===== src/mrr_pkg.sv =====
// Shared types and constants of the Modbus register responder.
package mrr_pkg;

    localparam int REG_COUNT_DEFAULT = 64;

    localparam logic [15:0] CRC_INIT = 16'hFFFF;
    localparam logic [15:0] CRC_POLY = 16'hA001;

    localparam int CFG_INDEX_W = 2;
    localparam logic [CFG_INDEX_W-1:0] CFG_SLAVE_ADDRESS = 2'd0;
    localparam logic [CFG_INDEX_W-1:0] CFG_READ_CODE     = 2'd1;
    localparam logic [CFG_INDEX_W-1:0] CFG_WRITE_CODE    = 2'd2;

    localparam logic [7:0] SLAVE_ADDRESS_RESET = 8'd1;
    localparam logic [7:0] READ_CODE_RESET     = 8'd3;
    localparam logic [7:0] WRITE_CODE_RESET    = 8'd6;

    localparam logic KIND_READ  = 1'b0;
    localparam logic KIND_WRITE = 1'b1;

    // Frame byte positions, in transmit order
    localparam logic [2:0] BYTE_ADDRESS  = 3'd0;
    localparam logic [2:0] BYTE_CODE     = 3'd1;
    localparam logic [2:0] BYTE_INDEX_HI = 3'd2;
    localparam logic [2:0] BYTE_INDEX_LO = 3'd3;
    localparam logic [2:0] BYTE_VALUE_HI = 3'd4;
    localparam logic [2:0] BYTE_VALUE_LO = 3'd5;
    localparam logic [2:0] BYTE_CRC_LO   = 3'd6;
    localparam logic [2:0] BYTE_CRC_HI   = 3'd7;

    localparam logic [2:0] BIT_LAST = 3'd7;

    typedef struct packed {
        logic        kind;
        logic [15:0] reg_index;
        logic [15:0] write_value;
        logic [15:0] max_value;
        logic [15:0] min_value;
    } req_t;

    typedef struct packed {
        logic [7:0]  frame_byte;
        logic        last_byte;
        logic [15:0] reg_value;
    } rsp_t;

    typedef enum logic [2:0] {
        ST_CLEAR,
        ST_IDLE,
        ST_CHECK,
        ST_LOAD,
        ST_CRC,
        ST_SEND
    } state_t;

endpackage


===== src/modbus_register_responder.sv =====
// Modbus single-register responder: register store, bit-serial CRC-16 and frame sender.
//
// Sequence: an answered request goes through the check, the store read and one bit step of the
// shared CRC shift unit per bit of the six leading bytes before m_valid rises with its first
// frame byte; the eight bytes then go out one per cycle while m_ready is high. A rejected
// request goes from the check straight back to idle, where the input is taken again.
// Reset: after aresetn the store is cleared, one entry per cycle, REG_COUNT cycles,
// before the first request is taken; configuration writes are taken throughout.
module modbus_register_responder
    import mrr_pkg::*;
#(
    parameter int REG_COUNT = REG_COUNT_DEFAULT
) (
    input  logic                   aclk,
    input  logic                   aresetn,

    input  logic                   s_valid,
    output logic                   s_ready,
    input  req_t                   s_data,

    output logic                   m_valid,
    input  logic                   m_ready,
    output rsp_t                   m_data,

    input  logic                   cfg_valid,
    output logic                   cfg_ready,
    input  logic [CFG_INDEX_W-1:0] cfg_index,
    input  logic [7:0]             cfg_data
);

    // Store address width; a one-entry store still gets one address bit
    localparam int IDX_W = (REG_COUNT > 1) ? $clog2(REG_COUNT) : 1;
    localparam logic [16:0] REG_LIMIT = 17'(REG_COUNT);
    localparam logic [IDX_W-1:0] CLEAR_LAST = IDX_W'(REG_COUNT - 1);

    state_t state_reg, state_next;

    // Configuration registers
    logic [7:0] slave_address_reg;
    logic [7:0] read_code_reg;
    logic [7:0] write_code_reg;

    // Request and datapath registers
    req_t        req_reg, req_next;
    logic [15:0] value_reg, value_next;
    logic [15:0] crc_reg, crc_next;
    logic [2:0]  byte_cnt_reg, byte_cnt_next;
    logic [2:0]  bit_cnt_reg, bit_cnt_next;
    logic [IDX_W-1:0] clr_cnt_reg, clr_cnt_next;

    // Register store
    logic [15:0] store [0:REG_COUNT-1];
    logic [15:0] rd_data_reg;
    logic              mem_we;
    logic [IDX_W-1:0]  mem_addr;
    logic [15:0]       mem_wdata;

    // Request checks and clamp
    logic        in_range;
    logic        bounds_ok;
    logic        accept_req;
    logic [15:0] clamped;

    // Shared CRC bit-step unit
    logic [7:0]  cur_byte;
    logic [15:0] crc_operand;
    logic [15:0] crc_step;

    // Configuration writes are always taken
    assign cfg_ready = 1'b1;

    always_ff @(posedge aclk) begin
        if (!aresetn) begin
            slave_address_reg <= SLAVE_ADDRESS_RESET;
            read_code_reg     <= READ_CODE_RESET;
            write_code_reg    <= WRITE_CODE_RESET;
        end else if (cfg_valid && cfg_ready) begin
            // Drop writes to indexes beyond the register list
            if (cfg_index == CFG_SLAVE_ADDRESS) begin
                slave_address_reg <= cfg_data;
            end else if (cfg_index == CFG_READ_CODE) begin
                read_code_reg <= cfg_data;
            end else if (cfg_index == CFG_WRITE_CODE) begin
                write_code_reg <= cfg_data;
            end
        end
    end

    // Reject an index outside the store, and a write with max below min
    assign in_range   = ({1'b0, req_reg.reg_index} < REG_LIMIT);
    assign bounds_ok  = (req_reg.kind == KIND_READ) || (req_reg.max_value >= req_reg.min_value);
    assign accept_req = in_range && bounds_ok;

    always_comb begin
        if (req_reg.write_value > req_reg.max_value) begin
            clamped = req_reg.max_value;
        end else if (req_reg.write_value < req_reg.min_value) begin
            clamped = req_reg.min_value;
        end else begin
            clamped = req_reg.write_value;
        end
    end

    // Frame byte selected by the byte counter; feeds both the CRC unit and the output
    always_comb begin
        unique case (byte_cnt_reg)
            BYTE_ADDRESS:  cur_byte = slave_address_reg;
            BYTE_CODE:     cur_byte = (req_reg.kind == KIND_WRITE) ? write_code_reg
                                                                   : read_code_reg;
            BYTE_INDEX_HI: cur_byte = req_reg.reg_index[15:8];
            BYTE_INDEX_LO: cur_byte = req_reg.reg_index[7:0];
            BYTE_VALUE_HI: cur_byte = value_reg[15:8];
            BYTE_VALUE_LO: cur_byte = value_reg[7:0];
            BYTE_CRC_LO:   cur_byte = crc_reg[7:0];
            BYTE_CRC_HI:   cur_byte = crc_reg[15:8];
            default:       cur_byte = '0;
        endcase
    end

    // One CRC-16/Modbus bit step per cycle; fold the byte in on its first bit
    assign crc_operand = (bit_cnt_reg == '0) ? (crc_reg ^ {8'h00, cur_byte}) : crc_reg;
    assign crc_step    = crc_operand[0] ? ((crc_operand >> 1) ^ CRC_POLY) : (crc_operand >> 1);

    // Next state
    always_comb begin
        state_next = state_reg;
        unique case (state_reg)
            ST_CLEAR: begin
                if (clr_cnt_reg == CLEAR_LAST) begin
                    state_next = ST_IDLE;
                end
            end
            ST_IDLE: begin
                if (s_valid) begin
                    state_next = ST_CHECK;
                end
            end
            ST_CHECK: begin
                state_next = accept_req ? ST_LOAD : ST_IDLE;
            end
            ST_LOAD: begin
                state_next = ST_CRC;
            end
            ST_CRC: begin
                if (bit_cnt_reg == BIT_LAST && byte_cnt_reg == BYTE_VALUE_LO) begin
                    state_next = ST_SEND;
                end
            end
            ST_SEND: begin
                if (m_ready && byte_cnt_reg == BYTE_CRC_HI) begin
                    state_next = ST_IDLE;
                end
            end
            default: state_next = ST_IDLE;
        endcase
    end

    // Outputs and datapath control
    always_comb begin
        s_ready       = 1'b0;
        m_valid       = 1'b0;
        req_next      = req_reg;
        value_next    = value_reg;
        crc_next      = crc_reg;
        byte_cnt_next = byte_cnt_reg;
        bit_cnt_next  = bit_cnt_reg;
        clr_cnt_next  = clr_cnt_reg;
        mem_we        = 1'b0;
        mem_addr      = req_reg.reg_index[IDX_W-1:0];
        mem_wdata     = clamped;

        unique case (state_reg)
            ST_CLEAR: begin
                // Zero one store entry per cycle
                mem_we       = 1'b1;
                mem_addr     = clr_cnt_reg;
                mem_wdata    = '0;
                clr_cnt_next = clr_cnt_reg + 1'b1;
            end
            ST_IDLE: begin
                s_ready = 1'b1;
                if (s_valid) begin
                    req_next = s_data;
                end
            end
            ST_CHECK: begin
                // Store the clamped value on a write; the read path fetches the entry
                mem_we     = accept_req && (req_reg.kind == KIND_WRITE);
                value_next = clamped;
            end
            ST_LOAD: begin
                if (req_reg.kind == KIND_READ) begin
                    value_next = rd_data_reg;
                end
                crc_next      = CRC_INIT;
                byte_cnt_next = BYTE_ADDRESS;
                bit_cnt_next  = '0;
            end
            ST_CRC: begin
                crc_next     = crc_step;
                bit_cnt_next = bit_cnt_reg + 1'b1;
                if (bit_cnt_reg == BIT_LAST) begin
                    byte_cnt_next = (byte_cnt_reg == BYTE_VALUE_LO) ? BYTE_ADDRESS
                                                                    : byte_cnt_reg + 1'b1;
                end
            end
            ST_SEND: begin
                m_valid = 1'b1;
                // Advance one byte per transfer, hold while stalled
                if (m_ready) begin
                    byte_cnt_next = byte_cnt_reg + 1'b1;
                end
            end
            default: ;
        endcase
    end

    assign m_data.frame_byte = cur_byte;
    assign m_data.last_byte  = (byte_cnt_reg == BYTE_CRC_HI);
    assign m_data.reg_value  = value_reg;

    always_ff @(posedge aclk) begin
        if (!aresetn) begin
            state_reg    <= ST_CLEAR;
            byte_cnt_reg <= '0;
            bit_cnt_reg  <= '0;
            clr_cnt_reg  <= '0;
        end else begin
            state_reg    <= state_next;
            byte_cnt_reg <= byte_cnt_next;
            bit_cnt_reg  <= bit_cnt_next;
            clr_cnt_reg  <= clr_cnt_next;
        end
    end

    always_ff @(posedge aclk) begin
        req_reg   <= req_next;
        value_reg <= value_next;
        crc_reg   <= crc_next;
    end

    // Single-port store with registered read
    always_ff @(posedge aclk) begin
        if (mem_we) begin
            store[mem_addr] <= mem_wdata;
        end
        rd_data_reg <= store[mem_addr];
    end

endmodule

===== config.mk =====
export PLATFORM = sky130hd
export DESIGN_NAME = modbus_register_responder
export DESIGN_NICKNAME = d
export VERILOG_FILES = /design/src/mrr_pkg.sv /design/src/modbus_register_responder.sv
export SDC_FILE = /design/constraint.sdc
export NUM_CORES = 1
export LEC_CHECK = 0
export ABC_AREA = 1
export BUFFER_PORTS_ARGS = -buffer_cell sky130_fd_sc_hd__buf_2
export CAP_MARGIN = 20
export CORE_MARGIN = 8
export CORE_UTILIZATION = 37
export CTS_BUF_LIST = sky130_fd_sc_hd__clkbuf_2 sky130_fd_sc_hd__clkbuf_4 sky130_fd_sc_hd__clkbuf_8
export DETAILED_ROUTE_END_ITERATION = 8
export SLEW_MARGIN = 40
export SYNTH_ARGS = -nofsm -noshare
export SYNTH_HDL_FRONTEND = slang
export SYNTH_SLANG_ARGS = --single-unit

===== constraint.sdc =====
create_clock -name aclk -period 7.9 [get_ports aclk]
set_clock_uncertainty 0.2 [all_clocks]
set_input_delay 1.185 -clock aclk [delete_from_list [all_inputs] [get_ports aclk]]
set_output_delay 1.185 -clock aclk [all_outputs]
set_load 0.005 [all_outputs]

==> summary.md, run 1 <==
| Metric | Value |
|---|---|
| Status | finished clean |
| Critical Path End Type | register |
| I/O Buffers | 106 |
| Area of the multi-input gates | 0.01545 sq mm |
| Routed wire length | 154.3 mm |
| Longest Clk Path Bufs | 3 |
| Synth top area share | 65.06% |
| Largest net degree at the start of global routing | 154 |
| Reg clk slew, reported paths | 0.06 ns |
| Leak | 24.46 nW |
| Die Height | 389.9 um |
| Fillers | 13400 |
| Syn_nets | 5331 |
| Root buf cell | clkbuf_8 |
| Row count | 137 |
| Tmin final | 5.038 ns |
| Via Count | 37690 |
| Xor-xnor portion of the synthesized cell area | 0% |
| Post_cts resized | 0 |
| CP startpoint kind | register |
| Initial DRC count | 4084 |
| Top FF cell, synth | edfxtp_1 |
| Synth area leaders | edfxtp_1, nand2_1, nand3_1 |
| Area Growth Syn to Fin | 13.08% |
| Post-synthesis simple-gate area fraction | 26.77% |
| Most used cell, CP | inv_1 |
| Setup TNS | 0 ns |
| DR WL/cell | 20.97 um |
| Final hold violations | 0 |
| Max frequency | 198.5 MHz |
| Detailed placer's ending HPWL | 87.67 mm |
| Worst Path Class, Setup | reg -> reg |
| Largest family of logic cells by synthesized area | simple AND/OR/NAND/NOR gates |
| Syn. warnings | 0 |
| Residual DRC | 0 |
| Yosys cell types | 39 |
| All-Layer GR Usage | 19.68% |
| Post-CTS Setup Bufs | 0 |
| Compound-Gate Fraction of Synth Area | 1.342% |
| GP Congestion | 0.8681 |
| Sequential cell area | 0.03476 sq mm |
| Initial antenna violation count | 6 |
| RSZ-0062 raised after global routing | no |
| Max reg flops | 1024 |
| Proportion of layout cells with a drive suffix above 1 | 10.81% |
| Mux contribution to synthesized area | 0% |
| Worst skew pair latency | 0.91 ns |
| Slew headroom | 39.70% |
| First-pass GRT wire length | 230.7 mm |
| TritonRoute pass-1 iters | 5 |
| CP arrival | 5.42 ns |
| NumNets Final | 5464 |
| # Max-Cap Violations | 0 |
| CP cell instances | inv_1 > nand3_4 > nand2_4 > inv_1 > nor3_1 > nand2_1 > nor2_1 > buf_4 |
| Async SR Flop Fraction | 0% |
| Tcrit/Tclk final | 63.77% |
| Worst VDD drop | 0.5141 mV |
| I/O Pins | 108 |
| Post-Syn Area | 0.05174 sq mm |
| Core area | 0.1392 sq mm |
| Die Span X | 389.9 um |
| Crit path max-delay cell type | nor2_1 |
| CTS Buf Count | 194 |
| Sequential share of the synthesized area | 67.19% |
| Total gr overflow | 0 |
| Cells after Synth | 5194 |
| Class of the worst hold path | reg -> reg |
| # setup viols final | 0 |
| Most frequent cells in the layout | nand2_1, edfxtp_1, nand3_1, clkbuf_8, nor2_1 |
| Hold-fix buffers, CTS | 0 |
| Antenna-violating nets left | 0 |
| Adder-cell share of the synthesized area | 1.378% |
| Fin. max-slew vios | 0 |
| CP max FO | 55 |
| Mean Syn Cell Area | 9.961 sq um |
| Die area | 0.1521 sq mm |
| Area leader, netlist | edfxtp_1 |
| Worst Path Required | 8.28 ns |
| Cell Pwr Density | 408.4 mW/mm^2 |
| Via-to-Cell Ratio | 5.123 |
| Dpl ws | 2.901 ns |
| Final WS setup | 2.862 ns |
| Initial core utilization | 37.17% |
| EDFF count, synth | 1121 |
| CTS H-tree depth | 4 |
| Clk sink count | 1176 |
| Vias in the first global route | 36010 |
| Most common cell after layout, fill and taps aside | nand2_1 |
| Post-synthesis register bit count | 1176 |
| Slew at the pin closest to its max-slew limit | 0.9045 ns |
| TritonCTS clock tree | built |
| CP peak stage delay | 0.84 ns |
==> path summary, 6_finish.rpt <==
path / startpoint / cells after the start / slack (ns) / end
setup reg to reg: state_reg[2]$_SDFFE_PN0P_ / 8 / 2.86 / store[44][10]$_DFFE_PP_
hold / removal: read_code_reg[2]$_SDFFE_PN0P_ / 2 / 0.25 / read_code_reg[2]$_SDFFE_PN0P_
hold reg to reg: read_code_reg[2]$_SDFFE_PN0P_ / 2 / 0.25 / read_code_reg[2]$_SDFFE_PN0P_
setup / recovery: state_reg[2]$_SDFFE_PN0P_ / 8 / 2.86 / store[44][10]$_DFFE_PP_
==> synth_stat cells, types with 3 or more instances <==
master / instances
nand2_1: 2615
edfxtp_1: 1121
nand3_1: 579
nor2_1: 174
buf_2: 128
clkbuf_1: 121
inv_1: 100
ha_1: 57
a21oi_1: 56
dfxtp_1: 55
o21ai_0: 50
buf_1: 28
nor3_1: 20
nand4_1: 12
or2_2: 12
inv_2: 11
nor3_4: 7
buf_4: 6
a221oi_1: 5
a31oi_1: 4
and2_1: 3
buf_6: 3
o21a_1: 3
o21ai_4: 3
==> metrics by stage <==
stage	util (%)	hold slack, ns	cells	power [mW]	cell area (sq um)
floorplan	-	0.2214	5194	14.93	51740
global placement	39.08	0.2322	7000	18.42	54400
detailed placement	39.18	0.2408	7005	18.51	54540
CTS	41.96	0.1595	7351	23.91	58410
global route	42.03	0.1887	7354	25.41	58500
finish	42.03	0.2486	7357	23.89	58510
==> critical path, delay by kind of cell, from the launching register on <==
kind	cells	cell delay, ns
buffers and inverters	3	1.14
flip-flops	1	0.31
AND/OR/NAND/NOR	5	3.02
==> area by class of cell <==
class | instances | share of cell area (%)
antenna | 4 | 0.01711
inverter | 115 | 0.7635
multi-input combinational | 3617 | 26.41
clock buffer | 277 | 5.789
sequential | 1176 | 59.42
clock inverter | 69 | 0.8298
timing repair buffer | 223 | 2.763
tap | 1876 | 4.012
==> per-layer routing <==
| layer | global-route usage (%) | wire length [um] | up-vias |
|---|---|---|---|
| li1 | - | - | 17610 |
| met1 | 26.90 | 65060 | 18130 |
| met2 | 30.72 | 70140 | 1658 |
| met3 | 3.838 | 13010 | 291 |
| met4 | 8.187 | 6030 | 2 |
| met5 | 0 | 13 | - |
==> cells by family after synthesis <==
family	after synthesis
other	1
adders and majority gates	57
DFF	1176
buffers and inverters	401
and+or+nand+nor	3435
AOI/OAI and AO/OA	124
==> power by group <==
part,total (mW),internal [mW],leakage (nW),switching (mW)
combinational,10.5,2.56,11.6,7.91
sequential,8.03,7.86,10.8,0.172
clock,5.39,2.94,2.04,2.45
total,23.9,13.4,24.5,10.5
Note: power is estimated with default switching activity, not from simulation.
==> run 2, diff against run 1 <==
==> constraint.sdc (replaced) <==
create_clock -name aclk -period 4.2 [get_ports aclk]
set_clock_uncertainty 0.2 [all_clocks]
set_input_delay 0.63 -clock aclk [delete_from_list [all_inputs] [get_ports aclk]]
set_output_delay 0.63 -clock aclk [all_outputs]
set_load 0.005 [all_outputs]
==> run 2 against run 1 <==
Die area stayed put. Via count is 2.0% higher. Worst setup slack worse by 2.5 ns. Wire length is 2.3% higher. Cell area is 2.3% higher. Register-to-register slack worse by 2.2 ns. Critical path depth is 1 lower. Highest routed layer is now met4.
==> summary.md, run 2 (synthesis gave the netlist of run 1 again) <==
| Metric | Value |
|---|---|
| First-pass GRT wire length | 233.7 mm |
| Sequential cell area | 0.03476 sq mm |
| Row count | 137 |
| Via-to-Cell Ratio | 5.141 |
| Via Count | 38450 |
| All-Layer GR Usage | 19.97% |
| Startpoint of the worst register-to-register path | req_reg[22]$_DFFE_PP_ |
| Tcrit/Tclk final | 92.47% |
| Root buf cell | clkbuf_8 |
| Tmin final | 3.884 ns |
| CTS H-tree depth | 4 |
| Leak | 25.08 nW |
| Post-CTS Setup Bufs | 0 |
| I/O Buffers | 106 |
| Placed cell area | 0.05510 sq mm |
| Initial core utilization | 37.17% |
| Largest net degree at the start of global routing | 187 |
| CP arrival | 3.05 ns |
| Worst Path Required | 3.37 ns |
| Most frequent cells in the layout | nand2_1, edfxtp_1, nand3_1, clkbuf_8, nor2_1 |
| Worst VDD drop | 1.055 mV |
| Fillers | 13350 |
| Area of the multi-input gates | 0.01543 sq mm |
| Die Height | 389.9 um |
| # Max-Cap Violations | 0 |
| Initial DRC count | 4600 |
| Longest Clk Path Bufs | 3 |
| Max reg flops | 1024 |
| Die area | 0.1521 sq mm |
| Vias in the first global route | 36730 |
| CTS Buf Count | 193 |
| Reg-to-reg critical path endpoint | store[24][12]$_DFFE_PP_ |
| Clk sink count | 1176 |
| Class of the worst hold path | in -> reg |
| Slew headroom | 45.81% |
| Cell Pwr Density | 765.1 mW/mm^2 |
| Met1 usage | 28.03% |
| Most common cell after layout, fill and taps aside | nand2_1 |
| CP startpoint kind | register |
| I/O Pins | 108 |
| Finished Core Util | 42.99% |
| Hold Startpoint | cfg_valid |
| Reg2Reg Depth | 14 |
| Fin. max-slew vios | 0 |
| RSZ-0062 raised after global routing | no |
| Detailed placer's ending HPWL | 91.44 mm |
| WHS Endpoint | read_code_reg[4]$_SDFFE_PN0P_ |
| R2R setup slack | 0.64 ns |
| Routed wire length | 157.7 mm |
| Setup TNS | 0 ns |
| Status | finished clean |
| DR WL/cell | 21.09 um |
| # setup viols final | 0 |
| Finished Cell Area | 0.05984 sq mm |
| Reg clk slew, reported paths | 0.06 ns |
| TritonRoute pass-1 iters | 5 |
| Critical Path End Type | output port |
| CP max FO | 17 |
| Core area | 0.1392 sq mm |
| Die Span X | 389.9 um |
| Worst skew pair latency | 0.93 ns |
| Antenna-violating nets left | 0 |
| Area Growth Syn to Fin | 15.66% |
| Hold Crit Depth | 6 |
| TritonCTS clock tree | built |
| Worst Path Class, Setup | reg -> out |
| Met2 usage | 30.73% |
| Final hold violations | 0 |
| Slew at the pin closest to its max-slew limit | 0.8109 ns |
| Residual DRC | 0 |
| NumNets Final | 5592 |
| Proportion of layout cells with a drive suffix above 1 | 11.21% |
| Initial antenna violation count | 3 |
| GP Congestion | 0.8842 |
| Max frequency | 257.5 MHz |
| Global-route met3 utilization | 3.520% |
| Gr busiest metal | met2 |
| Total gr overflow | 0 |
run 2: routing by layer:
metal / vias to the layer above / share of wire (%)
met2: 1794 / 45
li1: 17860 / -
met4: 0 / 3.7
met5: - / 0
met3: 304 / 8.2
met1: 18500 / 43
run 2: worst max-delay path by stage:
stage / from / end / depth (start not counted)
finish: byte_cnt_reg[2]$_SDFFE_PN0P_ / m_data[24] / 7
global route: byte_cnt_reg[2]$_SDFFE_PN0P_ / m_data[17] / 7
CTS: byte_cnt_reg[2]$_SDFFE_PN0P_ / m_data[24] / 7
detailed placement: req_reg[7]$_DFFE_PP_ / store[16][6]$_DFFE_PP_ / 15
global placement: req_reg[47]$_DFFE_PP_ / store[36][5]$_DFFE_PP_ / 10
floorplan: req_reg[47]$_DFFE_PP_ / store[0][10]$_DFFE_PP_ / 10
run 2: timing repair:
| action | in CTS | in global routing |
|---|---|---|
| endpoints found under the hold margin | 102 | 0 |
| hold buffers | 86 | 0 |
| gates resized for setup | 0 | 1 |
| setup endpoints to repair | 0 | 6 |
run 2: through the flow:
step	total power, mW	instances	hold WS, ns	setup WS [ns]
after floorplan	28.08	5194	0.2214	0.1397
after global placement	35.44	7049	0.2338	0.7264
after detailed placement	35.51	7049	0.2405	0.7407
after CTS	45.70	7478	0.02010	0.01086
after global routing	48.44	7480	0.1285	0.07753
final	45.78	7480	0.1317	0.3163
run 2: area by class of cell:
| class | instances | area share [%] |
|---|---|---|
| Antenna cell | 1 | 0.004182 |
| Clock buffer | 256 | 5.229 |
| Clock inverter | 87 | 1.200 |
| Inverter | 115 | 0.7465 |
| Multi-Input combinational cell | 3617 | 25.79 |
| Sequential cell | 1176 | 58.09 |
| Tap cell | 1876 | 3.923 |
| Timing Repair Buffer | 352 | 5.010 |
run 2: report_power, final:
group	total [mW]	internal, mW	leakage (nW)	switching (mW)
logic	20.6	5.25	12.3	15.3
registers	15.1	14.8	10.8	0.293
clock network	10.1	5.34	2.03	4.78
total	45.8	25.4	25.1	20.4
run 2: worst max-delay path, stage by stage (launching register included):
cell     delay, ns
dfxtp_1       0.46
inv_1         0.13
ha_1          0.36
nor2_1        0.17
nand3_2       0.30
or2_2         0.42
and2_1        0.18
buf_2         0.13
